$ cat src/sv/rv32ex_pkg.sv
// Shared types and constants for the RV32IM execute unit.
// No dependencies; every other file in sv/ refers to this package by scoped names.
`timescale 1ns / 1ps
`default_nettype none
package rv32ex_pkg;

  localparam int unsigned XLEN      = 32;
  localparam int unsigned DIV_STEPS = 32;
  localparam int unsigned SHAMT_W   = 5;
  localparam logic [31:0] LINK_OFFSET = 32'd4;
  localparam logic [31:0] ALL_ONES    = 32'hffff_ffff;

  typedef enum logic [5:0] {
    OP_ADDI   = 6'd0,  OP_SLTI  = 6'd1,  OP_SLTIU = 6'd2,  OP_XORI  = 6'd3,
    OP_ORI    = 6'd4,  OP_ANDI  = 6'd5,  OP_LW    = 6'd6,  OP_SLLI  = 6'd7,
    OP_SRLI   = 6'd8,  OP_SRAI  = 6'd9,  OP_FENCE = 6'd10, OP_FENCEI = 6'd11,
    OP_ADD    = 6'd12, OP_SUB   = 6'd13, OP_SLL   = 6'd14, OP_SLT   = 6'd15,
    OP_SLTU   = 6'd16, OP_XOR   = 6'd17, OP_SRL   = 6'd18, OP_SRA   = 6'd19,
    OP_OR     = 6'd20, OP_AND   = 6'd21, OP_MUL   = 6'd22, OP_MULH  = 6'd23,
    OP_MULHSU = 6'd24, OP_MULHU = 6'd25, OP_DIV   = 6'd26, OP_DIVU  = 6'd27,
    OP_REM    = 6'd28, OP_REMU  = 6'd29, OP_JAL   = 6'd30, OP_BEQ   = 6'd31,
    OP_BNE    = 6'd32, OP_BLT   = 6'd33, OP_BGE   = 6'd34, OP_BLTU  = 6'd35,
    OP_BGEU   = 6'd36, OP_SW    = 6'd37
  } op_t;

  // Which unit supplies the final result.
  typedef enum logic [1:0] {
    K_SIMPLE = 2'd0,
    K_MUL    = 2'd1,
    K_DIV    = 2'd2,
    K_REM    = 2'd3
  } kind_t;

  typedef struct packed {
    kind_t       kind;
    logic [31:0] result;
    logic        taken;
    logic [31:0] target;
    logic [31:0] sdata;
    logic        ill;
    logic        qneg;
    logic        rneg;
  } side_t;

endpackage
`default_nettype wire

$ cat src/sv/rv32ex_mul.sv
// Multiplier: one registered 33x33 signed product, then a delay line that
// aligns the selected half with the divider output. Depends on rv32ex_pkg.
`timescale 1ns / 1ps
`default_nettype none
module rv32ex_mul (
  input  wire logic                clk,
  input  wire logic                en,
  input  wire logic signed [32:0]  mul_a,
  input  wire logic signed [32:0]  mul_b,
  input  wire logic                mul_hi,
  output logic [31:0]              mul_out
);

  localparam int unsigned LINE = rv32ex_pkg::DIV_STEPS - 1;

  logic signed [65:0] prod_r;
  logic               hi_r;
  logic [31:0]        line_r [LINE];

  always_ff @(posedge clk) begin
    if (en) begin
      prod_r <= mul_a * mul_b;
      hi_r   <= mul_hi;
      line_r[0] <= hi_r ? prod_r[63:32] : prod_r[31:0];
      for (int k = 1; k < LINE; k++) begin
        line_r[k] <= line_r[k-1];
      end
    end
  end

  assign mul_out = line_r[LINE-1];

endmodule
`default_nettype wire

$ cat config.mk
export PLATFORM = sky130hd
export DESIGN_NAME = rv32ex_mul
export DESIGN_NICKNAME = d
export VERILOG_FILES = /design/src/sv/rv32ex_pkg.sv /design/src/sv/rv32ex_mul.sv
export SDC_FILE = /design/constraint.sdc
export NUM_CORES = 2
export LEC_CHECK = 0
export BUFFER_PORTS_ARGS = -buffer_cell sky130_fd_sc_hd__clkbuf_2
export CAP_MARGIN = 20
export CORE_UTILIZATION = 50
export DETAILED_ROUTE_END_ITERATION = 7
export GPL_TIMING_DRIVEN = 0
export PLACE_DENSITY = 0.66
export SYNTH_ARGS = -nofsm -noshare
export SYNTH_HDL_FRONTEND = slang
export SYNTH_SLANG_ARGS = --single-unit
$ cat constraint.sdc
create_clock -name clk -period 14.4 [get_ports clk]
set_input_delay 1.44 -clock clk [delete_from_list [all_inputs] [get_ports clk]]
set_output_delay 1.44 -clock clk [all_outputs]
set_load 0.02 [all_outputs]
==> results.cfg <==
[clock_network]
htreeDepth = 3
clk_latency_ns = 0.61
cts_tree = done
cts_resized = 0
clk_pin_slew_ns = 0.07
postCtsSetupRepairBufs = 0
clk_path_buf_depth = 3
cts_hold_buf = 0
cts_sinks = 1057
cts_root_buf = clkbuf_16
numCtsBuffers = 83

[sta]
fin_crit_ns = 10.79
finalClockSkew_ns = 0.0121
maxSlewViolCount = 0
slew_headroom = 0.149
worst_slew_pin_slew_ns = 1.28
setup_viol = 0
hold_violations = 0
max_freq_mhz = 92.7
fin_crit_sh = 0.749
grt_setup_unrepaired = false

[job]
max_cap_violations = 0

[synthesis]
ys_warn_count = 0
syn_nets = 6645
synth_cell_type_count = 63
avgSynthCellArea_sq_um = 13.4
ys_seq_area_frac = 0.451
synthesis.area_sq_um = 70400
ys.flop_type = edfxtp_1
synthCells = 5239
async_flop_share = 0
ys_ff_latch = 1057
synth_edf_count = 1057

[routing]
drc_errors = 0
viasPerCell = 5.27
ant_nets = 0
dr.pass1.iters = 6
wl_per_cell_um = 25.2
num_vias = 38960
dr.first_iter.drc_count = 3403
wl_mm = 186

[grt]
grt_antenna_before_repair = 17
met1_usage = 0.373
grt.overflow.total = 0
met2_usage = 0.420
grt_util_met3 = 0.0433
grt_usage = 0.269
grt_pass1_wl_mm = 274
first_global_vias = 40965
grt_max_degree = 130
busiest_layer = met2

[setup_path]
r2r_start = hi_r$_DFFE_PP_
cp_common_cell = fa_1
rr_endpoint = line_r[0][14]$_DFFE_PP_
slowest_stage = fa_1
path_buf_inv = 7
reg2reg_depth = 3
cp-end-kind = flop
slowest_delay_ns = 0.85
critical_path_class = primary input to flop
worstPathRequired_ns = 14.75
crit_family = adder cells
reg2reg_slack_ns = 12.38
worst-path-stages = 25
cp-start-kind = primary input
crit_arrival_ns = 11.14
cp_max_fo = 10

[layout]
area_growth_pct = 8.35
layout_common_cells = 1125 x fa_1, 1085 x inv_1, 1057 x edfxtp_1
utilization = 0.547
fillerInstances = 11724
final_common_cell = fa_1
drive_gt1_frac = 0.0522
num-nets-final = 6841

[placed_design]
dp_hpwl_mm = 148
globalplace.congestion = 1.02
io_buffers = 100

[die]
die_height_um = 377
die_w_um = 377
core_sq_um = 140000
pin_count = 101
start_util = 0.505
rows = 137
dieArea_sq_um = 142000

[worst_hold_path]
min_from = line_r[16][2]$_DFFE_PP_
hold_depth = 0
holdPathEnd = line_r[17][2]$_DFFE_PP_
min_path_type = flop to flop

[outcome]
status = completed
per-layer routing:
layer,share of wire,vias to the layer above
met5,0.00053,-
met4,0.056,10
met3,0.079,359
met2,0.45,1627
met1,0.41,20356
li1,-,16608
layout make-up:
type | count | area (sq um) | area share
flip-flops and latches | 1057 | 31700 | 0.416
clock buffers | 97 | 2170 | 0.0285
repair buffers | 111 | 787 | 0.0103
diodes | 8 | 20.0 | 0.000262
clock inverters | 55 | 552 | 0.00723
plain buffers | 221 | 841 | 0.0110
multi-input cells | 2875 | 33700 | 0.442
inverters | 1086 | 4080 | 0.0534
well taps | 1876 | 2350 | 0.0308
synthesized netlist by cell type (all sizes together) (13+ instances only):
cell    number  area (sq um)
and2       550          3440
nor3        14          70.1
o21bai      14           109
ha         212          2650
clkbuf     209           785
mux2        32           360
nor2b       33           206
nand4       13          87.6
xnor2       53           464
fa        1125         22500
inv       1085          4070
nor2        31           116
a21oi       71           355
xor2        21           184
a21o        24           180
edfxtp    1057         31700
o21ai       37           189
nand2      549          2060
sequential cells by signal, indices dropped and copies added (netlist names):
| register | cells |
|---|---|
| line_r | 992 |
| prod_r | 64 |
| hi_r | 1 |
stage by stage:
step | hold WS, ns | cell area, sq um | setup TNS, ns | instances | setup slack (ns)
4_1_cts | 0.401 | 76300 | 0 | 7378 | 3.60
6_report | 0.408 | 76300 | 0 | 7386 | 3.61
2_1_floorplan | 0.400 | 70400 | 0 | 5239 | 5.10
3_3_place_gp | 0.402 | 73300 | -5331.74 | 7215 | -5.25
5_1_grt | 0.417 | 76300 | 0 | 7381 | 3.27
3_5_place_dp | 0.405 | 73500 | 0 | 7226 | 2.94
how the worst max path moves through the flow:
| stage | end | start |
|---|---|---|
| detailed placement | prod_r[61]$_DFFE_PP_ | mul_b[3] |
| floorplan | prod_r[61]$_DFFE_PP_ | mul_a[32] |
| global route | prod_r[61]$_DFFE_PP_ | mul_b[3] |
| global placement | prod_r[31]$_DFFE_PP_ | en |
| finish | prod_r[61]$_DFFE_PP_ | mul_b[3] |
| CTS | prod_r[61]$_DFFE_PP_ | mul_b[3] |
cell families (layout without fill, tap and decap cells):
family	Yosys count	after routing	share of synthesized area
fa+ha+maj	1337	1337	0.358
buf+inv	1307	1570	0.0698
simple gates	1233	1233	0.0890
flops	1057	1057	0.451
compound gates	198	198	0.0183
xor+xnor	74	74	0.00921
mux	33	33	0.00526
other cells	0	8	0
Power is left out: the tool's default activity adds up to more than one toggle a clock period on the data nets, which glitch-free logic cannot reach.
