[config.mk]
export PLATFORM = sky130hd
export DESIGN_NAME = rv32ex_div
export DESIGN_NICKNAME = d
export VERILOG_FILES = /design/src/sv/rv32ex_pkg.sv /design/src/sv/rv32ex_div.sv
export SDC_FILE = /design/constraint.sdc
export NUM_CORES = 2
export LEC_CHECK = 0
export BUFFER_PORTS_ARGS = -buffer_cell sky130_fd_sc_hd__buf_2
export CELL_PAD_IN_SITES_DETAIL_PLACEMENT = 2
export CELL_PAD_IN_SITES_GLOBAL_PLACEMENT = 2
export CORE_UTILIZATION = 45
export CTS_CLUSTER_SIZE = 40
export DETAILED_ROUTE_END_ITERATION = 7
export PLACE_DENSITY_LB_ADDON = 0.1
export SYNTH_ARGS = -nofsm -noshare
export SYNTH_HDL_FRONTEND = slang
export SYNTH_SLANG_ARGS = --single-unit
[constraint.sdc]
create_clock -name clk -period 4.45 [get_ports clk]
set_input_delay 0.445 -clock clk [delete_from_list [all_inputs] [get_ports clk]]
set_output_delay 0.445 -clock clk [all_outputs]
set_load 0.05 [all_outputs]
[src/sv/rv32ex_pkg.sv]
// Shared types and constants for the RV32IM execute unit.
// No dependencies; every other file in sv/ refers to this package by scoped names.
`timescale 1ns / 1ps
`default_nettype none
package rv32ex_pkg;

  localparam int unsigned XLEN      = 32;
  localparam int unsigned DIV_STEPS = 32;
  localparam int unsigned SHAMT_W   = 5;
  localparam logic [31:0] LINK_OFFSET = 32'd4;
  localparam logic [31:0] ALL_ONES    = 32'hffff_ffff;

  typedef enum logic [5:0] {
    OP_ADDI   = 6'd0,  OP_SLTI  = 6'd1,  OP_SLTIU = 6'd2,  OP_XORI  = 6'd3,
    OP_ORI    = 6'd4,  OP_ANDI  = 6'd5,  OP_LW    = 6'd6,  OP_SLLI  = 6'd7,
    OP_SRLI   = 6'd8,  OP_SRAI  = 6'd9,  OP_FENCE = 6'd10, OP_FENCEI = 6'd11,
    OP_ADD    = 6'd12, OP_SUB   = 6'd13, OP_SLL   = 6'd14, OP_SLT   = 6'd15,
    OP_SLTU   = 6'd16, OP_XOR   = 6'd17, OP_SRL   = 6'd18, OP_SRA   = 6'd19,
    OP_OR     = 6'd20, OP_AND   = 6'd21, OP_MUL   = 6'd22, OP_MULH  = 6'd23,
    OP_MULHSU = 6'd24, OP_MULHU = 6'd25, OP_DIV   = 6'd26, OP_DIVU  = 6'd27,
    OP_REM    = 6'd28, OP_REMU  = 6'd29, OP_JAL   = 6'd30, OP_BEQ   = 6'd31,
    OP_BNE    = 6'd32, OP_BLT   = 6'd33, OP_BGE   = 6'd34, OP_BLTU  = 6'd35,
    OP_BGEU   = 6'd36, OP_SW    = 6'd37
  } op_t;

  // Which unit supplies the final result.
  typedef enum logic [1:0] {
    K_SIMPLE = 2'd0,
    K_MUL    = 2'd1,
    K_DIV    = 2'd2,
    K_REM    = 2'd3
  } kind_t;

  typedef struct packed {
    kind_t       kind;
    logic [31:0] result;
    logic        taken;
    logic [31:0] target;
    logic [31:0] sdata;
    logic        ill;
    logic        qneg;
    logic        rneg;
  } side_t;

endpackage
`default_nettype wire

[src/sv/rv32ex_div.sv]
// Fully pipelined unsigned restoring divider, one quotient bit per stage.
// Depends on rv32ex_pkg.
`timescale 1ns / 1ps
`default_nettype none
module rv32ex_div (
  input  wire logic         clk,
  input  wire logic         en,
  input  wire logic [31:0]  dividend,
  input  wire logic [31:0]  divisor,
  output logic [31:0]       quotient,
  output logic [31:0]       remainder
);

  localparam int unsigned N = rv32ex_pkg::DIV_STEPS;

  logic [31:0] rem_r [N];
  logic [31:0] quo_r [N];
  logic [31:0] dvs_r [N];
  logic [31:0] rem_nxt [N];
  logic [31:0] quo_nxt [N];
  logic [32:0] trial [N];
  logic [32:0] diff [N];

  always_comb begin
    for (int k = 0; k < N; k++) begin
      if (k == 0) begin
        trial[k] = {32'd0, dividend[31]};
        diff[k]  = trial[k] - {1'b0, divisor};
        rem_nxt[k] = diff[k][32] ? trial[k][31:0] : diff[k][31:0];
        quo_nxt[k] = {dividend[30:0], ~diff[k][32]};
      end else begin
        trial[k] = {rem_r[k-1], quo_r[k-1][31]};
        diff[k]  = trial[k] - {1'b0, dvs_r[k-1]};
        rem_nxt[k] = diff[k][32] ? trial[k][31:0] : diff[k][31:0];
        quo_nxt[k] = {quo_r[k-1][30:0], ~diff[k][32]};
      end
    end
  end

  always_ff @(posedge clk) begin
    if (en) begin
      for (int k = 0; k < N; k++) begin
        rem_r[k] <= rem_nxt[k];
        quo_r[k] <= quo_nxt[k];
        dvs_r[k] <= (k == 0) ? divisor : dvs_r[(k == 0) ? 0 : k-1];
      end
    end
  end

  assign quotient  = quo_r[N-1];
  assign remainder = rem_r[N-1];

endmodule
`default_nettype wire
==> summary.md <==
| Metric | Value |
|---|---|
| Non-Filler Instances | `between 15,000 and 20,000` |
| Critical Path RT | `between 5 and 6 ns` |
| Drc violations | `0` |
| Ys async rst share | `0` |
| Static Leak | `between 0.07 and 0.08 uW` |
| Worst-Skew Late Latency | `roughly 1 ns` |
| Critical path endpoint category | `register` |
| Clock Sinks | `roughly 3,000` |
| Die area | `350,000 um^2` |
| FF+latch area | `91,300 um^2` |
| Crit path max-delay cell type | `edfxtp_1` |
| Fin area | `176,000 um^2` |
| Critical path peak fanout | `18` |
| WL final | `464,000 um` |
| Max Clk Rate | `0.228 GHz` |
| Final Hold Vio Count | `0` |
| Outcome | `complete, no violations` |
| Most used DFF post-synth | `edfxtp_1` |
| Startpoint Class | `register` |
| Period Utilization, post-route | `0.987` |
| CP cell instances | `ha_1 > fa_1 > nor2b_1 > o21ai_0 > a21oi_2 > o2111ai_2 > a31o_2 > o22ai_1 > buf_4 > o221ai_1 > xnor2_2 > buf_4 > buf_8 > mux2_2` |
| Overall power | `~150,000 uW` |
| Worst-path clk slew | `approximately 0.070 ns` |
| Die W | `around 590 um` |
| Count of final max-slew check failures | `0` |
| CTS Buf Count | `around 350` |
| Synth warn | `0` |
| Final setup vio count | `0` |
| Via density | `roughly 5.7` |
| Post-synth top cells | `edfxtp_1, inv_1, ha_1, a21oi_1, mux2_2` |
| EDFF count, synth | `3,040` |
| Pin count of the biggest net entering global routing | `127` |
| Sequential-to-total area share from yosys stat | `0.584` |
| Total Routing Usage GR | `0.260` |
| Minimum clock period | `4.39 ns` |
| Initial core utilization | `0.452` |
| Rows | `between 200 and 250` |
| Layout cells sized above 1 | `0.136` |
| IO Count | `130` |
| Most used cell, CP | `buf_4` |
| Peak supply drop | `about 0.00055 V` |
| CORE AREA | `about 350,000 um^2` |
| WL/cell | `around 26 um` |
| Skew final | `0.0881 ns` |
| Via Count | `approximately 100k` |
| Clk root buf | `clkbuf_16` |
| GRT overflow | `0` |
| Largest stage delay on the critical path | `0.49 ns` |
| Avg Inst Size Synth | `about 13 um^2` |
| H-tree lvl count | `5` |
| CTS Buffer Depth | `4` |
| Top-area cell type share of the netlist area | `0.584` |
| Initial antenna violation count | `11` |
| CTS tree | `built` |
| Worst Tran Pin Value | `1.08 ns` |
| Synth top area cells | `edfxtp_1, ha_1, mux2_2` |
| ANT nets after route | `0` |
| CP arrival | `5.10 ns` |
| Worst Hold Class | `in2reg` |
| Largest area contributor in the netlist | `edfxtp_1` |
| Max_cap viols | `0` |
| Gate Count Post-Synth | `~12,000` |
| CP Class | `reg2reg` |
| I/O Buffers | `about 130` |
| Most frequent cell after synthesis | `edfxtp_1` |
| DP HPWL | `between 300,000 and 400,000 um` |
| Yosys cell types | `around 100` |
| First-pass GRT wire length | `slightly above 700,000 um` |
| Post-Place Cells | `about 17,000` |
| 1st-iter DRT viols | `5,703` |
| Slew HR | `0.281` |
| Synthesized cell area | `~160,000 um^2` |
| FILL cells | `approximately 33,000` |
| Die Y-Extent | `~590 um` |
| DP Area | `approximately 160,000 um^2` |
| Final Wtd Congestion | `~0.85` |
| Register bit total from synthesis | `slightly above 3,000` |
| Multi-input gate area | `just under 60,000 um^2` |
| Final Net Count | `roughly 14,000` |
| Vias in the first global route | `112,842` |
| DRT Pass-1 Iters | `7` |
| Area Overhead vs Synth | `12.5%` |
| Pwr/cell area | `829 nW/um^2` |
## per-layer routing
metal / part of all wire / GRT usage
met4: 0.038 / 0.0925
met3: 0.028 / 0.0265
met5: 0.000069 / 0
met2: 0.53 / 0.485
met1: 0.41 / 0.311
## path summary, 6_finish.rpt
check / from / endpoint / slack [ns] / cells after the start
worst min register to register: quo_r[0][414] / quo_r[0][447] / 0.37 / 0
worst max register to register: dvs_r[1][32] / rem_r[0][221] / 0.06 / 14
worst min-delay path: dividend[28] / quo_r[0][29] / 0.15 / 2
worst max-delay path: dvs_r[1][32] / rem_r[0][221] / 0.06 / 14
## where the power goes
part / internal (uW) / total (uW) / switching, uW / leakage [uW]
Sequential: 42200 / 47500 / 5340 / 0.0298
Clock: 16300 / 28900 / 12600 / 0.00544
Combinational: 31100 / 69300 / 38200 / 0.0355
Total: 89600 / 146000 / 56200 / 0.0707
## state kept, by name, indices dropped and copies added (netlist names)
| name | flops |
|---|---|
| rem_r | 1024 |
| quo_r | 1024 |
| dvs_r | 992 |
## kinds of logic after synthesis
| logic type | share of synthesized area |
|---|---|
| flip-flops | 0.584 |
| XOR/XNOR | 0.0492 |
| AO/OA/AOI/OAI | 0.117 |
| multiplexers | 0.0642 |
| other | 0.0000240 |
| AND/OR/NAND/NOR | 0.0634 |
| buffers and inverters | 0.0393 |
| adder cells (fa/ha/maj) | 0.0835 |
## critical path: cells and delay by family (launching register included)
kind | cells | cell delay [ns]
AO/OA/AOI/OAI | 6 | 1.42
adder cells (fa/ha/maj) | 2 | 0.72
buffers and inverters | 3 | 0.64
flip-flops | 1 | 0.49
multiplexers | 1 | 0.40
XOR/XNOR | 1 | 0.21
AND/OR/NAND/NOR | 1 | 0.19
## cells in the final DEF (no fill, tap or decap), types with 92 or more instances in the layout
| cell | netlist | layout |
|---|---|---|
| edfxtp_1 | 3040 | 3040 |
| inv_1 | 1235 | 1235 |
| ha_1 | 994 | 994 |
| a21oi_1 | 868 | 860 |
| mux2_2 | 787 | 787 |
| nor2_1 | 559 | 558 |
| nand2_1 | 547 | 547 |
| xnor2_1 | 552 | 536 |
| o21ai_0 | 514 | 508 |
| a21o_1 | 506 | 506 |
| clkbuf_16 | 0 | 356 |
| xor2_1 | 322 | 314 |
| nor2b_1 | 165 | 164 |
| nand3_1 | 155 | 155 |
| buf_4 | 67 | 137 |
| buf_2 | 72 | 128 |
| o21a_1 | 123 | 123 |
| nand2b_1 | 121 | 120 |
| a31oi_1 | 125 | 120 |
| nand4_1 | 111 | 111 |
| nor3_1 | 97 | 97 |
| o21bai_1 | 93 | 92 |
## through the flow
| stage | utilization | worst slack, ns | hold WS (ns) | setup TNS, ns |
|---|---|---|---|---|
| floorplan | - | 0.824 | 0.400 | 0 |
| global placement | 0.473 | 0.106 | 0.400 | 0 |
| detailed placement | 0.473 | -0.156 | 0.405 | -4.07 |
| CTS | 0.507 | 0.00838 | 0.0684 | 0 |
| global route | 0.508 | -0.0230 | 0.0828 | -0.0986 |
| finish | 0.508 | 0.0573 | 0.149 | 0 |
## what timing repair did
item	in CTS	in global routing
hold endpoints to repair	64	0
buffers inserted	1	14
setup endpoints to repair	180	460
gates resized for setup	11	35
pin swaps	3	10
hold buffers	64	0
gates cloned	0	2
## layout make-up
class                           count  share of cell area
Tap cell                         4578              0.0326
Timing Repair Buffer              390              0.0201
Antenna cell                        5           0.0000711
Multi-Input combinational cell   7679               0.338
Clock buffer                      419              0.0518
Clock inverter                    217              0.0116
Sequential cell                  3040               0.519
Inverter                         1238              0.0265
(Power assumes the default switching activity.)
