$ cat config.mk
export PLATFORM = sky130hd
export DESIGN_NAME = rv32ex_decode
export DESIGN_NICKNAME = d
export VERILOG_FILES = /design/src/sv/rv32ex_pkg.sv /design/src/sv/rv32ex_decode.sv
export SDC_FILE = /design/constraint.sdc
export NUM_CORES = 1
export LEC_CHECK = 0
export BUFFER_PORTS_ARGS = -buffer_cell sky130_fd_sc_hd__buf_2
export CAP_MARGIN = 20
export CELL_PAD_IN_SITES_DETAIL_PLACEMENT = 0
export CELL_PAD_IN_SITES_GLOBAL_PLACEMENT = 1
export CORE_ASPECT_RATIO = 2
export CORE_MARGIN = 3
export CORE_UTILIZATION = 35
export CTS_CLUSTER_SIZE = 16
export DETAILED_ROUTE_END_ITERATION = 6
export GPL_ROUTABILITY_DRIVEN = 1
export GPL_TIMING_DRIVEN = 0
export PLACE_DENSITY = 0.65
export SLEW_MARGIN = 20
export SYNTH_ARGS = -nofsm -noshare
export SYNTH_HDL_FRONTEND = slang
export SYNTH_SLANG_ARGS = --single-unit
$ cat constraint.sdc
create_clock -name clk -period 9.3 [get_ports clk]
set_input_delay 0.465 -clock clk [delete_from_list [all_inputs] [get_ports clk]]
set_output_delay 0.465 -clock clk [all_outputs]
set_load 0.1 [all_outputs]
$ cat src/sv/rv32ex_pkg.sv
// Shared types and constants for the RV32IM execute unit.
// No dependencies; every other file in sv/ refers to this package by scoped names.
`timescale 1ns / 1ps
`default_nettype none
package rv32ex_pkg;

  localparam int unsigned XLEN      = 32;
  localparam int unsigned DIV_STEPS = 32;
  localparam int unsigned SHAMT_W   = 5;
  localparam logic [31:0] LINK_OFFSET = 32'd4;
  localparam logic [31:0] ALL_ONES    = 32'hffff_ffff;

  typedef enum logic [5:0] {
    OP_ADDI   = 6'd0,  OP_SLTI  = 6'd1,  OP_SLTIU = 6'd2,  OP_XORI  = 6'd3,
    OP_ORI    = 6'd4,  OP_ANDI  = 6'd5,  OP_LW    = 6'd6,  OP_SLLI  = 6'd7,
    OP_SRLI   = 6'd8,  OP_SRAI  = 6'd9,  OP_FENCE = 6'd10, OP_FENCEI = 6'd11,
    OP_ADD    = 6'd12, OP_SUB   = 6'd13, OP_SLL   = 6'd14, OP_SLT   = 6'd15,
    OP_SLTU   = 6'd16, OP_XOR   = 6'd17, OP_SRL   = 6'd18, OP_SRA   = 6'd19,
    OP_OR     = 6'd20, OP_AND   = 6'd21, OP_MUL   = 6'd22, OP_MULH  = 6'd23,
    OP_MULHSU = 6'd24, OP_MULHU = 6'd25, OP_DIV   = 6'd26, OP_DIVU  = 6'd27,
    OP_REM    = 6'd28, OP_REMU  = 6'd29, OP_JAL   = 6'd30, OP_BEQ   = 6'd31,
    OP_BNE    = 6'd32, OP_BLT   = 6'd33, OP_BGE   = 6'd34, OP_BLTU  = 6'd35,
    OP_BGEU   = 6'd36, OP_SW    = 6'd37
  } op_t;

  // Which unit supplies the final result.
  typedef enum logic [1:0] {
    K_SIMPLE = 2'd0,
    K_MUL    = 2'd1,
    K_DIV    = 2'd2,
    K_REM    = 2'd3
  } kind_t;

  typedef struct packed {
    kind_t       kind;
    logic [31:0] result;
    logic        taken;
    logic [31:0] target;
    logic [31:0] sdata;
    logic        ill;
    logic        qneg;
    logic        rneg;
  } side_t;

endpackage
`default_nettype wire

$ cat src/sv/rv32ex_decode.sv
// First pipeline stage: decodes the operation, computes the K_SIMPLE results and
// prepares the multiplier and divider operands. Depends on rv32ex_pkg.
`timescale 1ns / 1ps
`default_nettype none
module rv32ex_decode (
  input  wire logic                clk,
  input  wire logic                rst_n,
  input  wire logic                en,
  input  wire logic                in_valid,
  input  wire logic [5:0]          operation,
  input  wire logic [31:0]         rs1_value,
  input  wire logic [31:0]         rs2_value,
  input  wire logic [31:0]         imm_value,
  input  wire logic [31:0]         pc_value,
  output logic                     vld_r,
  output rv32ex_pkg::side_t        side_r,
  output logic [31:0]              div_a_r,
  output logic [31:0]              div_b_r,
  output logic signed [32:0]       mul_a_r,
  output logic signed [32:0]       mul_b_r,
  output logic                     mul_hi_r
);

  rv32ex_pkg::side_t side_nxt;
  logic [31:0]        div_a_nxt, div_b_nxt;
  logic signed [32:0] mul_a_nxt, mul_b_nxt;
  logic               mul_hi_nxt;
  logic [31:0]        a, b, imm, pc, brtgt;
  logic               cond, sgn_div, sa, sb;

  always_comb begin
    a     = rs1_value;
    b     = rs2_value;
    imm   = imm_value;
    pc    = pc_value;
    brtgt = pc + imm;
    cond  = 1'b0;
    sgn_div = 1'b0;
    side_nxt        = '0;
    side_nxt.kind   = rv32ex_pkg::K_SIMPLE;
    mul_a_nxt  = {1'b0, a};
    mul_b_nxt  = {1'b0, b};
    mul_hi_nxt = 1'b1;
    case (operation)
      rv32ex_pkg::OP_ADDI, rv32ex_pkg::OP_LW: side_nxt.result = a + imm;
      rv32ex_pkg::OP_SLTI:  side_nxt.result = {31'd0, $signed(a) < $signed(imm)};
      rv32ex_pkg::OP_SLTIU: side_nxt.result = {31'd0, a < imm};
      rv32ex_pkg::OP_XORI:  side_nxt.result = a ^ imm;
      rv32ex_pkg::OP_ORI:   side_nxt.result = a | imm;
      rv32ex_pkg::OP_ANDI:  side_nxt.result = a & imm;
      rv32ex_pkg::OP_SLLI:  side_nxt.result = a << imm[rv32ex_pkg::SHAMT_W-1:0];
      rv32ex_pkg::OP_SRLI:  side_nxt.result = a >> imm[rv32ex_pkg::SHAMT_W-1:0];
      rv32ex_pkg::OP_SRAI:
        side_nxt.result = 32'($signed(a) >>> imm[rv32ex_pkg::SHAMT_W-1:0]);
      rv32ex_pkg::OP_FENCE, rv32ex_pkg::OP_FENCEI: side_nxt.result = '0;
      rv32ex_pkg::OP_ADD:   side_nxt.result = a + b;
      rv32ex_pkg::OP_SUB:   side_nxt.result = a - b;
      rv32ex_pkg::OP_SLL:   side_nxt.result = a << b[rv32ex_pkg::SHAMT_W-1:0];
      rv32ex_pkg::OP_SLT:   side_nxt.result = {31'd0, $signed(a) < $signed(b)};
      rv32ex_pkg::OP_SLTU:  side_nxt.result = {31'd0, a < b};
      rv32ex_pkg::OP_XOR:   side_nxt.result = a ^ b;
      rv32ex_pkg::OP_SRL:   side_nxt.result = a >> b[rv32ex_pkg::SHAMT_W-1:0];
      rv32ex_pkg::OP_SRA:
        side_nxt.result = 32'($signed(a) >>> b[rv32ex_pkg::SHAMT_W-1:0]);
      rv32ex_pkg::OP_OR:    side_nxt.result = a | b;
      rv32ex_pkg::OP_AND:   side_nxt.result = a & b;
      rv32ex_pkg::OP_MUL: begin
        side_nxt.kind = rv32ex_pkg::K_MUL;
        mul_hi_nxt    = 1'b0;
      end
      rv32ex_pkg::OP_MULH: begin
        side_nxt.kind = rv32ex_pkg::K_MUL;
        mul_a_nxt     = {a[31], a};
        mul_b_nxt     = {b[31], b};
      end
      rv32ex_pkg::OP_MULHSU: begin
        side_nxt.kind = rv32ex_pkg::K_MUL;
        mul_a_nxt     = {a[31], a};
      end
      rv32ex_pkg::OP_MULHU: side_nxt.kind = rv32ex_pkg::K_MUL;
      rv32ex_pkg::OP_DIV: begin
        side_nxt.kind = rv32ex_pkg::K_DIV;
        sgn_div       = 1'b1;
      end
      rv32ex_pkg::OP_DIVU: side_nxt.kind = rv32ex_pkg::K_DIV;
      rv32ex_pkg::OP_REM: begin
        side_nxt.kind = rv32ex_pkg::K_REM;
        sgn_div       = 1'b1;
      end
      rv32ex_pkg::OP_REMU: side_nxt.kind = rv32ex_pkg::K_REM;
      rv32ex_pkg::OP_JAL: begin
        side_nxt.result = pc + rv32ex_pkg::LINK_OFFSET;
        cond            = 1'b1;
      end
      rv32ex_pkg::OP_BEQ:  cond = (a == b);
      rv32ex_pkg::OP_BNE:  cond = (a != b);
      rv32ex_pkg::OP_BLT:  cond = $signed(a) < $signed(b);
      rv32ex_pkg::OP_BGE:  cond = !($signed(a) < $signed(b));
      rv32ex_pkg::OP_BLTU: cond = a < b;
      rv32ex_pkg::OP_BGEU: cond = a >= b;
      rv32ex_pkg::OP_SW: begin
        side_nxt.result = a + imm;
        side_nxt.sdata  = b;
      end
      default: side_nxt.ill = 1'b1;
    endcase
    side_nxt.taken  = cond;
    side_nxt.target = cond ? brtgt : '0;

    // The divider works on magnitudes; signs are restored after the last step.
    // A zero divisor leaves the all-ones quotient unsigned and the remainder
    // equal to the dividend.
    sa = sgn_div & a[31];
    sb = sgn_div & b[31];
    div_a_nxt = sa ? (~a + 32'd1) : a;
    div_b_nxt = sb ? (~b + 32'd1) : b;
    side_nxt.qneg = (sa ^ sb) & (b != '0);
    side_nxt.rneg = sa;
  end

  always_ff @(posedge clk) begin
    if (!rst_n) begin
      vld_r <= 1'b0;
    end else if (en) begin
      vld_r <= in_valid;
    end
  end

  always_ff @(posedge clk) begin
    if (en) begin
      side_r   <= side_nxt;
      div_a_r  <= div_a_nxt;
      div_b_r  <= div_b_nxt;
      mul_a_r  <= mul_a_nxt;
      mul_b_r  <= mul_b_nxt;
      mul_hi_r <= mul_hi_nxt;
    end
  end

endmodule
`default_nettype wire

==> summary.md <==
| Metric | Value |
|---|---|
| Final GP Congestion | 1.130 |
| Comb power frac | 48.0% |
| Delay-heaviest family, CP | simple AND/OR/NAND/NOR gates |
| Die width | 190.4 um |
| Hold Vio Cnt, Final | 0 |
| Max clock buf depth | 3 |
| Worst Path Class, Setup | input port to register |
| Hold Buf Count CTS | 0 |
| Detailed-router iteration count before antenna repair | 7 |
| Routed vias/inst | 6.583 |
| Internal power | 2.221 mW |
| Clock Skews | 0 ns |
| Net Sw Frac | 48.33% |
| Drt initial violations | 2839 |
| Vias | 26620 |
| Ys flop type | edfxtp_1 |
| Period utilization | 78.36% |
| DR DRC count | 2 |
| Vias in the first global route | 26290 |
| Crit path max fanout | 10 |
| Asr flop ratio synth | 0% |
| CTS sink cnt | 232 |
| CP bufs+invs | 4 |
| Failing checks | DRC |
| CP Capture Type | register |
| Mapped Cells | 2729 |
| EDFF count, synth | 231 |
| Critical path arrival | 7.62 ns |
| Routed len/inst | 38.96 um |
| Measured slew at the worst slew-check pin | 1.408 ns |
| Slowest stage delay, CP | 0.82 ns |
| DP HPWL | 125.9 mm |
| DRT antenna net count | 0 |
| Post-CTS setup buffers | 0 |
| Root Buffer | clkbuf_16 |
| Most frequent cell after synthesis | nand2_1 |
| Core Footprint | 0.06706 sq mm |
| Peak VDD IR | 0.1879 mV |
| Reg2Reg Launch Point | vld_r |
| Worst path slowest cell | clkbuf_1 |
| Number of port buffers | 370 |
| Reg clk slew, reported paths | 0.07 ns |
| H-Tree Depth | 1 |
| Syn-to-layout area delta | 16.68% |
| # IOs | 372 |
| Max Clk Rate | 137.2 MHz |
| Seq/Total Area, Yosys | 29.24% |
| Yosys cell types | 87 |
| Total track usage | 43.19% |
| Core Util, Final | 41.39% |
| RSZ-0062 raised after global routing | no |
| Grt total ovfl | 0 |
| Initial core utilization | 35.47% |
| CTS Buf Count | 22 |
| Syn Area/Cell | 8.717 sq um |
| Final wirelength | 157.6 mm |
| Total Nets Final | 3407 |
| Power share of the clock group | 22.2% |
| Maxcap violations | 0 |
| Die Y | 374.7 um |
| Initial antenna violation count | 17 |
| Hold_sp | rs2_value[22] |
| Worst min path class | input port to register |
| First-pass GRT wire length | 212.6 mm |
| Net Sw Power | 2.078 mW |
| Max-slew headroom | 6.159% |
| Layout cell share with drive strength beyond 1 | 18.25% |
| Largest cells by area after synthesis | edfxtp_1 (29%), mux2i_1 (8.2%), ha_1 (6.9%), xnor2_1 (4.9%), mux4_2 (4.7%) |
| YS warnings | 0 |
| Req. time, crit path | 9.63 ns |
| Slew Viols, Final | 0 |
| Run status | complete, but fails checks |
| # resized after CTS | 0 |
| Die ar. | 0.07132 sq mm |
| TNS Setup | 0 ns |
| Crit-path cells | buf_2, clkbuf_1, nor2_1, a22oi_1, nor3_2, buf_4, clkbuf_1, o21ai_0, ha_1, fa_1, a211oi_1, o211ai_1, a211oi_1, nor4_1, nor4_1, nor2_1, xor2_1, a22oi_1, nand4_1, or3_1 |
| Later-pin clock latency in the skew report | 0.58 ns |
| Synth Net Count | 3002 |
| Largest net degree at the start of global routing | 104 |
| Final setup viols | 0 |
| Seq cells post-synth | 232 |
| Pleak | 11.19 nW |
| Std cell rows | 134 |
| Post-synth top cells | nand2_1 (288), edfxtp_1 (231), o21ai_0 (204) |
| CTS tree | yes |
| Post-synth top area share | 29.16% |
| PwrDens | 154.9 mW/mm^2 |
| CP startpoint | operation[1] |
| Seq pwr share | 29.7% |
| Yosys top cell by area | edfxtp_1 |
| Mapped cell area | 0.02379 sq mm |
| Critical path launch point type | input port |
| Fin crit period | 7.288 ns |
path summary, 6_finish.rpt:
check | slack, ns | endpoint | depth (start not counted)
setup / recovery | 2.01 | side_r[90] | 20
hold / removal | 0.07 | mul_b_r[22] | 1
setup reg to reg | 8.71 | vld_r | 2
hold reg to reg | 0.53 | vld_r | 2
per-stage QoR:
stage | total power, mW | cells | instance area, sq um | hold WS, ns | worst slack [ns]
detailed placement | 3.290 | 3990 | 26910 | 0.5103 | 1.715
CTS | 4.259 | 4030 | 27650 | 0.03817 | 2.331
global route | 4.413 | 4034 | 27730 | 0.05403 | 1.974
floorplan | 2.663 | 2729 | 23790 | 0.5639 | 4.244
global placement | 3.283 | 3983 | 26750 | 0.5025 | 0.6214
finish | 4.299 | 4044 | 27760 | 0.06601 | 2.012
power by group through the flow:
stage	clock network [mW]	registers, mW	logic, mW
floorplan	0	1.96	0.705
global route	1.01	1.29	2.12
finish	0.955	1.28	2.07
detailed placement	0	1.30	1.99
CTS	0.982	1.28	2.00
global placement	0	1.30	1.98
cell type report:
class | count | area [sq um]
timing repair buffer | 381 | 2001
buffer | 190 | 797.0
antenna | 10 | 25.02
sequential | 232 | 6957
clock buffer | 24 | 579.3
tap | 884 | 1106
multi-input combinational | 2214 | 15790
clock inverter | 16 | 155.1
fill | 6962 | 39310
inverter | 93 | 349.1
placed cells by master, fill, tap and decap left out, types with 23 or more instances in the layout:
cell and count:
nand3_1 93, o21ai_0 200, nand2b_1 27, xnor2_1 133
a21o_1 44, mux2i_1 186, clkbuf_1 137, ha_1 132
a31oi_1 29, nor2_1 199, xor2_1 55, o22ai_1 24
o211ai_1 36, clkbuf_16 23, and2_1 43, nor2b_1 32
o221ai_1 23, a21oi_1 179, mux4_2 50, and3_1 28
inv_1 86, edfxtp_1 231, nand4_1 29, buf_2 394
nand2_1 288, nor3_1 45, a211oi_1 39
logic make-up (layout without fill, tap and decap cells):
| group | count (synthesis) | after routing | synth area share (%) |
|---|---|---|---|
| AOI/OAI and AO/OA | 753 | 753 | 20.27 |
| xor gates and xnor gates | 188 | 188 | 6.922 |
| adders and majority gates | 136 | 136 | 7.237 |
| buffers and inverters | 283 | 704 | 4.807 |
| DFF | 232 | 232 | 29.24 |
| muxes | 273 | 273 | 14.31 |
| other | 0 | 10 | 0 |
| and+or+nand+nor | 864 | 864 | 17.21 |
routing by layer:
layer	track usage [%]	wire [um]	part of all wire, %	vias to the layer above
li1	-	-	-	11070
met1	41.34	48590	31	12790
met2	70.55	73380	47	1989
met3	11.71	13430	8.5	759
met4	46.76	22050	14	8
met5	1.189	118	0.075	-
sequential cells by signal, summed over array words and instances (netlist names):
name      count
div_a_r      32
div_b_r      32
mul_a_r      32
mul_b_r      32
mul_hi_r      1
side_r      102
vld_r         1
(Power assumes the default switching activity.)
